$ cat src/hw/rtl/prrs_pkg.sv
// Shared types and codes for the priority round-robin scheduler.
package prrs_pkg;

   localparam int unsigned IdWidth    = 16;
   localparam int unsigned PriWidth   = 3;
   localparam int unsigned BurstWidth = 3;

   typedef enum logic [1:0] {
      MODE_TICK = 2'd0,
      MODE_ADD  = 2'd1,
      MODE_SET  = 2'd2,
      MODE_NOP  = 2'd3
   } mode_type;

   typedef enum logic [1:0] {
      ST_OK        = 2'd0,
      ST_EMPTY     = 2'd1,
      ST_FULL      = 2'd2,
      ST_NOT_FOUND = 2'd3
   } status_type;

   typedef struct packed {
      logic [IdWidth-1:0]    id;
      logic [PriWidth-1:0]   pri;
      logic [BurstWidth-1:0] burst;
   } entry_type;

   typedef enum logic [3:0] {
      SEQ_IDLE,
      SEQ_AGE_RD,
      SEQ_AGE_WR,
      SEQ_SORT_RD,
      SEQ_SORT_CMP,
      SEQ_SORT_WR,
      SEQ_SEL_RD,
      SEQ_SERVE,
      SEQ_REM_RD,
      SEQ_REM_WR,
      SEQ_FIND_RD,
      SEQ_FIND_CMP,
      SEQ_DONE
   } seq_state_type;

endpackage

$ cat src/hw/rtl/prrs_table_ram.sv
// Task table storage: one write port, one registered read port.
module prrs_table_ram #(
   parameter int unsigned DEPTH = 16,
   parameter int unsigned AW    = 4
) (
   input  logic                clock,
   input  logic                wr_en,
   input  logic [AW-1:0]       wr_addr,
   input  prrs_pkg::entry_type wr_data,
   input  logic [AW-1:0]       rd_addr,
   output prrs_pkg::entry_type rd_data
);

   prrs_pkg::entry_type mem [DEPTH];
   prrs_pkg::entry_type rd_data_ff;

   always_ff @(posedge clock) begin
      if (wr_en) begin
         mem[wr_addr] <= wr_data;
      end
      rd_data_ff <= mem[rd_addr];
   end

   assign rd_data = rd_data_ff;

endmodule

$ cat src/hw/rtl/priority_round_robin_scheduler_unit.sv
// Top level of the priority round-robin scheduler with aging.
// One request at a time: a sequencer walks the task table held in a RAM with a registered read
// port, one read and at most one write per cycle. A no-op, a tick on an empty table and an add
// on a full table go straight to the result. A tick reads entry 0, then the entry at the cursor,
// and reads entry 0 again when the cursor falls back to the head of the top group. A finished
// task is removed by moving each entry behind it one place forward. An aging step moves the
// last entry one level up and inserts it anew; an add inserts the new entry. Set-priority
// searches the table entry by entry, then re-sorts the whole table by insertion from the second
// entry on. A result sits in an output register, and the next request is taken the cycle after
// it is passed on. The table needs no clearing after reset.
module priority_round_robin_scheduler_unit #(
   parameter int unsigned TABLE_DEPTH     = 16,
   parameter int unsigned PRIORITY_LEVELS = 5,
   parameter int unsigned MAX_BURST       = 5
) (
   input  logic        clock,
   input  logic        reset,
   input  logic        req_tvalid,
   output logic        req_tready,
   // [1:0] mode, [4:2] priority_req, [7:5] burst, [23:8] task_id
   input  logic [23:0] req_tdata,
   output logic        rsp_tvalid,
   input  logic        rsp_tready,
   // [1:0] status, [17:2] served_id, [18] completed, [23:19] task_count
   output logic [23:0] rsp_tdata
);

   localparam int unsigned AW = (TABLE_DEPTH > 1) ? $clog2(TABLE_DEPTH) : 1;
   localparam int unsigned CW = $clog2(TABLE_DEPTH + 1);
   localparam int unsigned IW = prrs_pkg::IdWidth;
   localparam int unsigned PW = prrs_pkg::PriWidth;
   localparam int unsigned BW = prrs_pkg::BurstWidth;
   localparam logic [PW-1:0] PriMax = PW'(PRIORITY_LEVELS - 1);
   localparam logic [BW-1:0] BurstMax = BW'(MAX_BURST);
   localparam logic [BW-1:0] BurstSub = BW'(MAX_BURST - 1);
   localparam logic [CW-1:0] DepthC = CW'(TABLE_DEPTH);

   prrs_pkg::seq_state_type state_ff, state_in;
   logic [CW-1:0] count_ff, count_in;
   logic [AW-1:0] cursor_ff, cursor_in;
   logic [CW-1:0] aging_ff, aging_in;
   logic [IW-1:0] next_id_ff, next_id_in;
   // sort: i outer index, j insertion point, key held
   logic [CW-1:0] i_ff, i_in, j_ff, j_in;
   prrs_pkg::entry_type key_ff, key_in;
   prrs_pkg::entry_type hold_ff, hold_in;
   logic [PW-1:0] pri0_ff, pri0_in;
   prrs_pkg::mode_type mode_ff, mode_in;
   logic [PW-1:0] preq_ff, preq_in;
   logic [IW-1:0] want_ff, want_in;
   logic          rv_ff, rv_in;
   logic [1:0]    st_ff, st_in;
   logic [IW-1:0] sid_ff, sid_in;
   logic          done_ff, done_in;

   logic                wr_en;
   logic [AW-1:0]       wr_addr, rd_addr;
   prrs_pkg::entry_type wr_data, rd_data;

   prrs_table_ram #(.DEPTH(TABLE_DEPTH), .AW(AW)) u_ram (
      .clock  (clock),
      .wr_en  (wr_en),
      .wr_addr(wr_addr),
      .wr_data(wr_data),
      .rd_addr(rd_addr),
      .rd_data(rd_data)
   );

   logic [PW-1:0] pri_clip;
   logic [BW-1:0] burst_clip;
   logic [BW-1:0] dec_burst;
   logic [PW-1:0] req_pri;
   logic [BW-1:0] req_burst;

   assign req_pri    = req_tdata[4:2];
   assign req_burst  = req_tdata[7:5];
   assign pri_clip   = (preq_ff > PriMax) ? PriMax : preq_ff;
   assign burst_clip = (req_burst > BurstMax) ? BurstSub : req_burst;
   assign dec_burst  = (rd_data.burst != '0) ? rd_data.burst - 1'b1 : '0;

   assign req_tready = (state_ff == prrs_pkg::SEQ_IDLE) && !rv_ff;
   assign rsp_tvalid = rv_ff;
   assign rsp_tdata  = {count_ff, done_ff, sid_ff, st_ff};

   always_ff @(posedge clock) begin
      if (reset) begin
         state_ff   <= prrs_pkg::SEQ_IDLE;
         count_ff   <= '0;
         cursor_ff  <= '0;
         aging_ff   <= '0;
         next_id_ff <= '0;
         rv_ff      <= 1'b0;
      end else begin
         state_ff   <= state_in;
         count_ff   <= count_in;
         cursor_ff  <= cursor_in;
         aging_ff   <= aging_in;
         next_id_ff <= next_id_in;
         rv_ff      <= rv_in;
      end
      i_ff    <= i_in;
      j_ff    <= j_in;
      key_ff  <= key_in;
      hold_ff <= hold_in;
      pri0_ff <= pri0_in;
      mode_ff <= mode_in;
      preq_ff <= preq_in;
      want_ff <= want_in;
      st_ff   <= st_in;
      sid_ff  <= sid_in;
      done_ff <= done_in;
   end

   always_comb begin
      state_in   = state_ff;
      count_in   = count_ff;
      cursor_in  = cursor_ff;
      aging_in   = aging_ff;
      next_id_in = next_id_ff;
      rv_in      = rv_ff;
      i_in       = i_ff;
      j_in       = j_ff;
      key_in     = key_ff;
      hold_in    = hold_ff;
      pri0_in    = pri0_ff;
      mode_in    = mode_ff;
      preq_in    = preq_ff;
      want_in    = want_ff;
      st_in      = st_ff;
      sid_in     = sid_ff;
      done_in    = done_ff;
      wr_en      = 1'b0;
      wr_addr    = '0;
      wr_data    = key_ff;
      rd_addr    = '0;

      if (rv_ff && rsp_tready) begin
         rv_in = 1'b0;
      end

      unique case (state_ff)
         prrs_pkg::SEQ_IDLE: begin
            if (req_tvalid && req_tready) begin
               mode_in = prrs_pkg::mode_type'(req_tdata[1:0]);
               preq_in = req_pri;
               want_in = req_tdata[23:8];
               st_in   = prrs_pkg::ST_OK;
               sid_in  = '0;
               done_in = 1'b0;
               unique case (prrs_pkg::mode_type'(req_tdata[1:0]))
                  prrs_pkg::MODE_TICK: begin
                     if (count_ff == '0) begin
                        st_in    = prrs_pkg::ST_EMPTY;
                        state_in = prrs_pkg::SEQ_DONE;
                     end else if (aging_ff >= count_ff) begin
                        state_in = prrs_pkg::SEQ_AGE_RD;
                     end else begin
                        state_in = prrs_pkg::SEQ_SEL_RD;
                     end
                  end
                  prrs_pkg::MODE_ADD: begin
                     if (count_ff >= DepthC) begin
                        st_in    = prrs_pkg::ST_FULL;
                        state_in = prrs_pkg::SEQ_DONE;
                     end else begin
                        // new entry goes at the end, then one insertion step
                        key_in.id    = next_id_ff;
                        key_in.pri   = (req_pri > PriMax) ? PriMax : req_pri;
                        key_in.burst = burst_clip;
                        sid_in       = next_id_ff;
                        next_id_in   = next_id_ff + 1'b1;
                        i_in         = count_ff;
                        j_in         = count_ff;
                        count_in     = count_ff + 1'b1;
                        state_in     = (count_ff == '0) ? prrs_pkg::SEQ_SORT_WR
                                                        : prrs_pkg::SEQ_SORT_RD;
                     end
                  end
                  prrs_pkg::MODE_SET: begin
                     i_in     = '0;
                     state_in = (count_ff == '0) ? prrs_pkg::SEQ_DONE
                                                 : prrs_pkg::SEQ_FIND_RD;
                     if (count_ff == '0) begin
                        st_in = prrs_pkg::ST_NOT_FOUND;
                     end
                  end
                  default: begin
                     state_in = prrs_pkg::SEQ_DONE;
                  end
               endcase
            end
         end

         prrs_pkg::SEQ_AGE_RD: begin
            rd_addr  = AW'(count_ff - 1'b1);
            state_in = prrs_pkg::SEQ_AGE_WR;
         end

         prrs_pkg::SEQ_AGE_WR: begin
            // last entry moves one level up; only it can be out of order
            key_in = rd_data;
            if (rd_data.pri != '0) begin
               key_in.pri = rd_data.pri - 1'b1;
            end
            aging_in = '0;
            i_in     = count_ff - 1'b1;
            j_in     = count_ff - 1'b1;
            state_in = (count_ff == CW'(1)) ? prrs_pkg::SEQ_SORT_WR
                                            : prrs_pkg::SEQ_SORT_RD;
         end

         prrs_pkg::SEQ_SORT_RD: begin
            rd_addr  = AW'(j_ff - 1'b1);
            state_in = prrs_pkg::SEQ_SORT_CMP;
         end

         prrs_pkg::SEQ_SORT_CMP: begin
            if (rd_data.pri > key_ff.pri) begin
               wr_en   = 1'b1;
               wr_addr = AW'(j_ff);
               wr_data = rd_data;
               j_in    = j_ff - 1'b1;
               state_in = (j_ff == CW'(1)) ? prrs_pkg::SEQ_SORT_WR
                                           : prrs_pkg::SEQ_SORT_RD;
            end else begin
               state_in = prrs_pkg::SEQ_SORT_WR;
            end
         end

         prrs_pkg::SEQ_SORT_WR: begin
            wr_en   = 1'b1;
            wr_addr = AW'(j_ff);
            wr_data = key_ff;
            // set-priority needs a full pass for the moved entry to settle;
            // a single-key insertion from index i suffices when i is the only misfit
            if (mode_ff == prrs_pkg::MODE_SET && (i_ff + 1'b1) < count_ff) begin
               i_in     = i_ff + 1'b1;
               j_in     = i_ff + 1'b1;
               state_in = prrs_pkg::SEQ_REM_RD;
               hold_in.id = '0;
            end else if (mode_ff == prrs_pkg::MODE_TICK) begin
               state_in = prrs_pkg::SEQ_SEL_RD;
            end else begin
               state_in = prrs_pkg::SEQ_DONE;
            end
         end

         prrs_pkg::SEQ_SEL_RD: begin
            rd_addr  = '0;
            state_in = prrs_pkg::SEQ_SERVE;
         end

         prrs_pkg::SEQ_SERVE: begin
            if (mode_ff == prrs_pkg::MODE_SET) begin
               // fetched next key for the set-priority sort pass
               key_in   = rd_data;
               state_in = prrs_pkg::SEQ_SORT_RD;
            end else if (hold_ff.id == IW'(1)) begin
               // first read was entry 0: latch top priority, then read cursor
               pri0_in    = rd_data.pri;
               hold_in.id = IW'(2);
               if (CW'(cursor_ff) >= count_ff) begin
                  cursor_in = '0;
               end
               rd_addr  = (CW'(cursor_ff) >= count_ff) ? '0 : cursor_ff;
               state_in = prrs_pkg::SEQ_SERVE;
            end else begin
               hold_in.id = '0;
               if (rd_data.pri != pri0_ff && cursor_ff != '0) begin
                  cursor_in  = '0;
                  rd_addr    = '0;
                  hold_in.id = IW'(2);
                  state_in   = prrs_pkg::SEQ_SERVE;
               end else begin
                  sid_in = rd_data.id;
                  if (aging_ff < DepthC) begin
                     aging_in = aging_ff + 1'b1;
                  end
                  if (dec_burst == '0) begin
                     done_in = 1'b1;
                     j_in    = CW'(cursor_ff);
                     state_in = prrs_pkg::SEQ_REM_RD;
                  end else begin
                     wr_en     = 1'b1;
                     wr_addr   = cursor_ff;
                     wr_data   = rd_data;
                     wr_data.burst = dec_burst;
                     cursor_in = cursor_ff + 1'b1;
                     state_in  = prrs_pkg::SEQ_DONE;
                  end
               end
            end
         end

         prrs_pkg::SEQ_REM_RD: begin
            if (mode_ff == prrs_pkg::MODE_SET) begin
               rd_addr  = AW'(i_ff);
               state_in = prrs_pkg::SEQ_SERVE;
            end else if ((j_ff + 1'b1) < count_ff) begin
               rd_addr  = AW'(j_ff + 1'b1);
               state_in = prrs_pkg::SEQ_REM_WR;
            end else begin
               count_in = count_ff - 1'b1;
               state_in = prrs_pkg::SEQ_DONE;
            end
         end

         prrs_pkg::SEQ_REM_WR: begin
            wr_en    = 1'b1;
            wr_addr  = AW'(j_ff);
            wr_data  = rd_data;
            j_in     = j_ff + 1'b1;
            state_in = prrs_pkg::SEQ_REM_RD;
         end

         prrs_pkg::SEQ_FIND_RD: begin
            rd_addr  = AW'(i_ff);
            state_in = prrs_pkg::SEQ_FIND_CMP;
         end

         prrs_pkg::SEQ_FIND_CMP: begin
            if (rd_data.id == want_ff) begin
               wr_en       = 1'b1;
               wr_addr     = AW'(i_ff);
               wr_data     = rd_data;
               wr_data.pri = pri_clip;
               // full insertion sort from index 1
               if (count_ff == CW'(1)) begin
                  state_in = prrs_pkg::SEQ_DONE;
               end else begin
                  i_in     = CW'(1);
                  j_in     = CW'(1);
                  state_in = prrs_pkg::SEQ_REM_RD;
               end
            end else if ((i_ff + 1'b1) < count_ff) begin
               i_in     = i_ff + 1'b1;
               state_in = prrs_pkg::SEQ_FIND_RD;
            end else begin
               st_in    = prrs_pkg::ST_NOT_FOUND;
               state_in = prrs_pkg::SEQ_DONE;
            end
         end

         prrs_pkg::SEQ_DONE: begin
            rv_in    = 1'b1;
            state_in = prrs_pkg::SEQ_IDLE;
            if (mode_ff == prrs_pkg::MODE_ADD || mode_ff == prrs_pkg::MODE_SET) begin
               if (st_ff == prrs_pkg::ST_OK && mode_ff == prrs_pkg::MODE_SET) begin
                  sid_in = '0;
               end
            end
         end

         default: begin
            state_in = prrs_pkg::SEQ_IDLE;
         end
      endcase

      // tick selection sequencing: SEL_RD arms the two-read serve step
      if (state_ff == prrs_pkg::SEQ_SEL_RD) begin
         hold_in.id = IW'(1);
      end
      // empty tick still ages
      if (state_ff == prrs_pkg::SEQ_IDLE && req_tvalid && req_tready &&
          req_tdata[1:0] == prrs_pkg::MODE_TICK && count_ff == '0 && aging_ff < DepthC) begin
         aging_in = aging_ff + 1'b1;
      end
   end

endmodule

$ cat config.mk
export PLATFORM = sky130hd
export DESIGN_NAME = priority_round_robin_scheduler_unit
export DESIGN_NICKNAME = d
export VERILOG_FILES = /design/src/hw/rtl/prrs_pkg.sv /design/src/hw/rtl/prrs_table_ram.sv /design/src/hw/rtl/priority_round_robin_scheduler_unit.sv
export SDC_FILE = /design/constraint.sdc
export NUM_CORES = 1
export LEC_CHECK = 0
export ABC_CLOCK_PERIOD_IN_PS = 4100
export BUFFER_PORTS_ARGS = -buffer_cell sky130_fd_sc_hd__buf_2
export CORE_UTILIZATION = 50
export CTS_BUF_LIST = sky130_fd_sc_hd__clkbuf_16
export DETAILED_ROUTE_END_ITERATION = 6
export PLACE_DENSITY = 0.71
export SKIP_CTS_REPAIR_TIMING = 1
export SLEW_MARGIN = 20
export SYNTH_ARGS = -nofsm -noshare
export SYNTH_HDL_FRONTEND = slang
export SYNTH_SLANG_ARGS = --single-unit
$ cat constraint.sdc
create_clock -name clock -period 4.1 [get_ports clock]
set_input_delay 0.615 -clock clock [delete_from_list [all_inputs] [get_ports clock]]
set_output_delay 0.615 -clock clock [all_outputs]
set_load 0.02 [all_outputs]
==> metrics.log <==
[metrics] number of buffers created by CTS: 50
[metrics] final worst path period share: 89.7%
[metrics] final wirelength: 62.0 mm
[metrics] clock tree root buffer cell: sky130_fd_sc_hd__clkbuf_16
[metrics] worst path setup slack after routing: 0.423 ns
[metrics] Max Clock Freq: 272 MHz
[metrics] arrival time worst endpoint: 4.15 ns
[metrics] clock tree from TritonCTS: done
[metrics] CTS sink cnt: 486
[metrics] clock insertion delay at the later pin of the skew report: 0.62 ns
[metrics] worst clock skew: 0.0291 ns
[metrics] post-synthesis cell area: 22400 um2
[metrics] net count after synthesis: 1913
[metrics] top flip-flop cell by instance count after synthesis: sky130_fd_sc_hd__edfxtp_1
[metrics] kind of path behind the tightest hold check: input pin to flip-flop
[metrics] height of the die: 214 um
[metrics] layout cells sized above 1: 13.4%
[metrics] crit path from: j_ff[0]$_DFFE_PP_
[metrics] die boundary width: 214 um
[metrics] post-route DRC violation count: 0
[metrics] remaining antenna violation count: 0
[metrics] utilization after layout: 57.4%
[metrics] Buf+Inv Stages, Crit Path: 2
[metrics] # fillers: 3547
[metrics] first-pass GRT wire length: 93.0 mm
[metrics] number of hold violations in the final report: 0
[metrics] type of destination of the critical path: flip-flop
[metrics] cells along the critical path: inv_1 -> ha_1 -> ha_1 -> a31oi_1 -> o2111ai_4 -> buf_12 -> a31oi_1 -> a211oi_1 -> nor4_1 -> or4_1
[metrics] ratio of total power to cell area: 766 nW/um2
[metrics] shortest period the worst path allows: 3.68 ns
[metrics] Worst Setup Start Kind: flip-flop
[metrics] slowest cell delay on critical path: 0.50 ns
[metrics] actual transition at the worst max-transition pin: 1.15 ns
[metrics] critical setup path kind: flip-flop to flip-flop
[metrics] Worst Path Max Fanout: 136
[metrics] cell area after placement: 23800 um2
[metrics] Final #Nets: 1959
[metrics] number of top-level pins: 54
[metrics] total routing usage reported by global routing: 27.4%
[metrics] number of detailed-routing iterations run before antenna repair: 7
[metrics] post-placement setup slack: 0.485 ns
[metrics] routability cong.: 0.934
[metrics] Max Slew Vio Count: 0
[metrics] total number of H-tree levels: 2
[metrics] synthesis-to-finish area growth: 13.2%
[metrics] post-route total power: 19400 uW
[metrics] Clock Pin Slew Worst Setup and Hold Paths: 0.06 ns
[metrics] sequential cell area fraction in the yosys report: 62.5%
[metrics] post-synthesis cell count: 1843
[metrics] RR Startpoint: j_ff[0]$_DFFE_PP_
[metrics] Max-Slew Margin vs Limit: 22.1%
[metrics] critical path data required time: 4.57 ns
[metrics] initial antenna violation count: 0
[metrics] total of endpoints with negative setup slack in the final report: 0
[metrics] number of maximum-capacitance constraint violations: 0
[metrics] Avg Cell Area, Syn: 12.2 um2
[metrics] placeable core region: 44200 um2
[metrics] total die area: 45700 um2
[metrics] worst ir drop on vdd: 452 uV
[metrics] count of flip-flops with a built-in enable after synthesis: 427
[metrics] non-filler instance count after layout: 2522
[metrics] Final Cell Area: 25400 um2
[metrics] setup repair after global routing missed its margin: false
[metrics] Leakage: 0.00928 uW
[metrics] Port-buffer cells: 53
[metrics] vias in the first global route: 15.2k
[metrics] drt initial violations: 1927
[metrics] maximum buffer depth of the clock tree: 3
[metrics] DP HPWL: 37.3 mm
[metrics] synthesis-stage register bit count: 486
[metrics] sequential cell area in the final layout: 14000 um2
[metrics] largest net degree at the start of global routing: 137
[metrics] Hold Crit Start: req_tdata[17]
[metrics] Placement Rows: 77
[metrics] Initial Util: 50.7%
[metrics] family of cells with the greatest summed delay on the critical path: compound AO/OA/AOI/OAI gates
[metrics] area of the multi-input gates: 7220 um2
[metrics] CP max-delay cell: sky130_fd_sc_hd__edfxtp_1
[metrics] final routed wire length divided by cell count: 24.6 um
[metrics] share of flip-flops with an asynchronous set or reset after synthesis: 0%
[metrics] count of synthesis-stage warnings from yosys: 0
[metrics] run status: completed
[metrics] cell total after placement: 2429
[metrics] global-route congestion overflow total: 0
[metrics] via count of the routed design: 15.9k
[metrics] Vias/cell: 6.30
[metrics] synth unique cells: 75
[kinds of logic after synthesis]
family,count (synthesis),share of synthesized area [%]
buffers and inverters,329,5.83
muxes,40,1.88
adders and majority gates,42,2.34
DFF,486,62.5
and+or+nand+nor,311,6.78
AOI/OAI and AO/OA,585,18.7
xor gates and xnor gates,50,1.95
[synth_stat cells, drive strengths merged (7+ instances only)]
cell	instances	area, um2
clkbuf	114	429
or3	7	48.8
a22oi	10	75.1
o211a	21	210
mux2i	23	230
nor2	81	312
edfxtp	427	12800
a31oi	161	1010
nand2	96	360
buf	26	168
inv	188	706
nor3	25	125
nor2b	7	43.8
nand3	31	160
a211oi	173	1300
xor2	31	272
o31ai	25	188
dfxtp	59	1180
a22o	16	140
o211ai	30	225
nand2b	14	87.6
mux2	17	191
a21oi	29	145
nand4	9	56.3
a221o	8	80.1
ha	42	526
o21ai	36	180
xnor2	19	166
o21bai	22	165
[registers in the layout, indices dropped and copies added (netlist names), 5 cells and up]
name,cells
sid_ff,16
next_id_ff,16
j_ff,5
i_ff,5
key_ff,22
aging_ff,5
u_ram.mem,352
want_ff,16
count_ff,5
u_ram.rd_data,22
[routing by layer]
metal | vias up | GRT usage, % | wire length (um) | part of all wire (%)
li1 | 7117 | - | - | -
met1 | 7827 | 36.7 | 25200 | 41
met2 | 802 | 44.1 | 29200 | 47
met3 | 137 | 5.01 | 5400 | 8.7
met4 | 0 | 11.2 | 2180 | 3.5
met5 | - | 0 | 0 | 0
[metrics by stage]
stage	TNS, ns	hold slack, ns
6_report	0	0.185
5_1_grt	0	0.165
4_1_cts	0	0.157
3_5_place_dp	0	0.457
3_3_place_gp	0	0.448
2_1_floorplan	-1.61	0.437
[power by group]
group	total, uW	internal [uW]	switching (uW)
Combinational	7850	2690	5170
Sequential	7330	6740	583
Clock	4250	2330	1920
[layout make-up]
cell class | instances | area share [%]
multi-input combinational | 1028 | 28.4
timing repair buffer | 134 | 4.62
sequential | 486 | 55.2
inverter | 189 | 2.80
clock buffer | 51 | 5.03
tap | 592 | 2.92
clock inverter | 41 | 1.01
antenna | 1 | 0.00986
[cell usage in the layout, fill, tap and decap left out, types with 19 or more instances in the layout]
cell type / synthesis / layout
sky130_fd_sc_hd__edfxtp_1: 427 / 427
sky130_fd_sc_hd__o21ai_0: 36 / 36
sky130_fd_sc_hd__nor3_1: 25 / 20
sky130_fd_sc_hd__a31oi_1: 161 / 161
sky130_fd_sc_hd__nand2_1: 96 / 96
sky130_fd_sc_hd__a211oi_1: 173 / 173
sky130_fd_sc_hd__xnor2_1: 19 / 19
sky130_fd_sc_hd__o211a_1: 21 / 21
sky130_fd_sc_hd__buf_12: 0 / 24
sky130_fd_sc_hd__nor2_1: 80 / 72
sky130_fd_sc_hd__o21bai_1: 22 / 22
sky130_fd_sc_hd__buf_2: 11 / 53
sky130_fd_sc_hd__a21oi_1: 29 / 29
sky130_fd_sc_hd__o211ai_1: 30 / 30
sky130_fd_sc_hd__ha_1: 42 / 42
sky130_fd_sc_hd__dfxtp_1: 59 / 59
sky130_fd_sc_hd__xor2_1: 31 / 31
sky130_fd_sc_hd__mux2i_1: 23 / 23
sky130_fd_sc_hd__o31ai_1: 25 / 25
sky130_fd_sc_hd__inv_1: 188 / 201
sky130_fd_sc_hd__nand3_1: 30 / 28
sky130_fd_sc_hd__buf_4: 3 / 57
sky130_fd_sc_hd__clkbuf_16: 0 / 51
[worst paths after layout]
check                                                  to  slack, ns  depth (start not counted)
worst max-delay path            u_ram.rd_data[20]$_DFF_P_       0.42                         10
worst min-delay path                 want_ff[9]$_DFFE_PP_       0.19                          1
worst max register to register  u_ram.rd_data[20]$_DFF_P_       0.42                         10
worst min register to register    hold_ff[7]$_SDFFE_PP0P_       0.46                          2
Power figures use the tool's default switching activity.
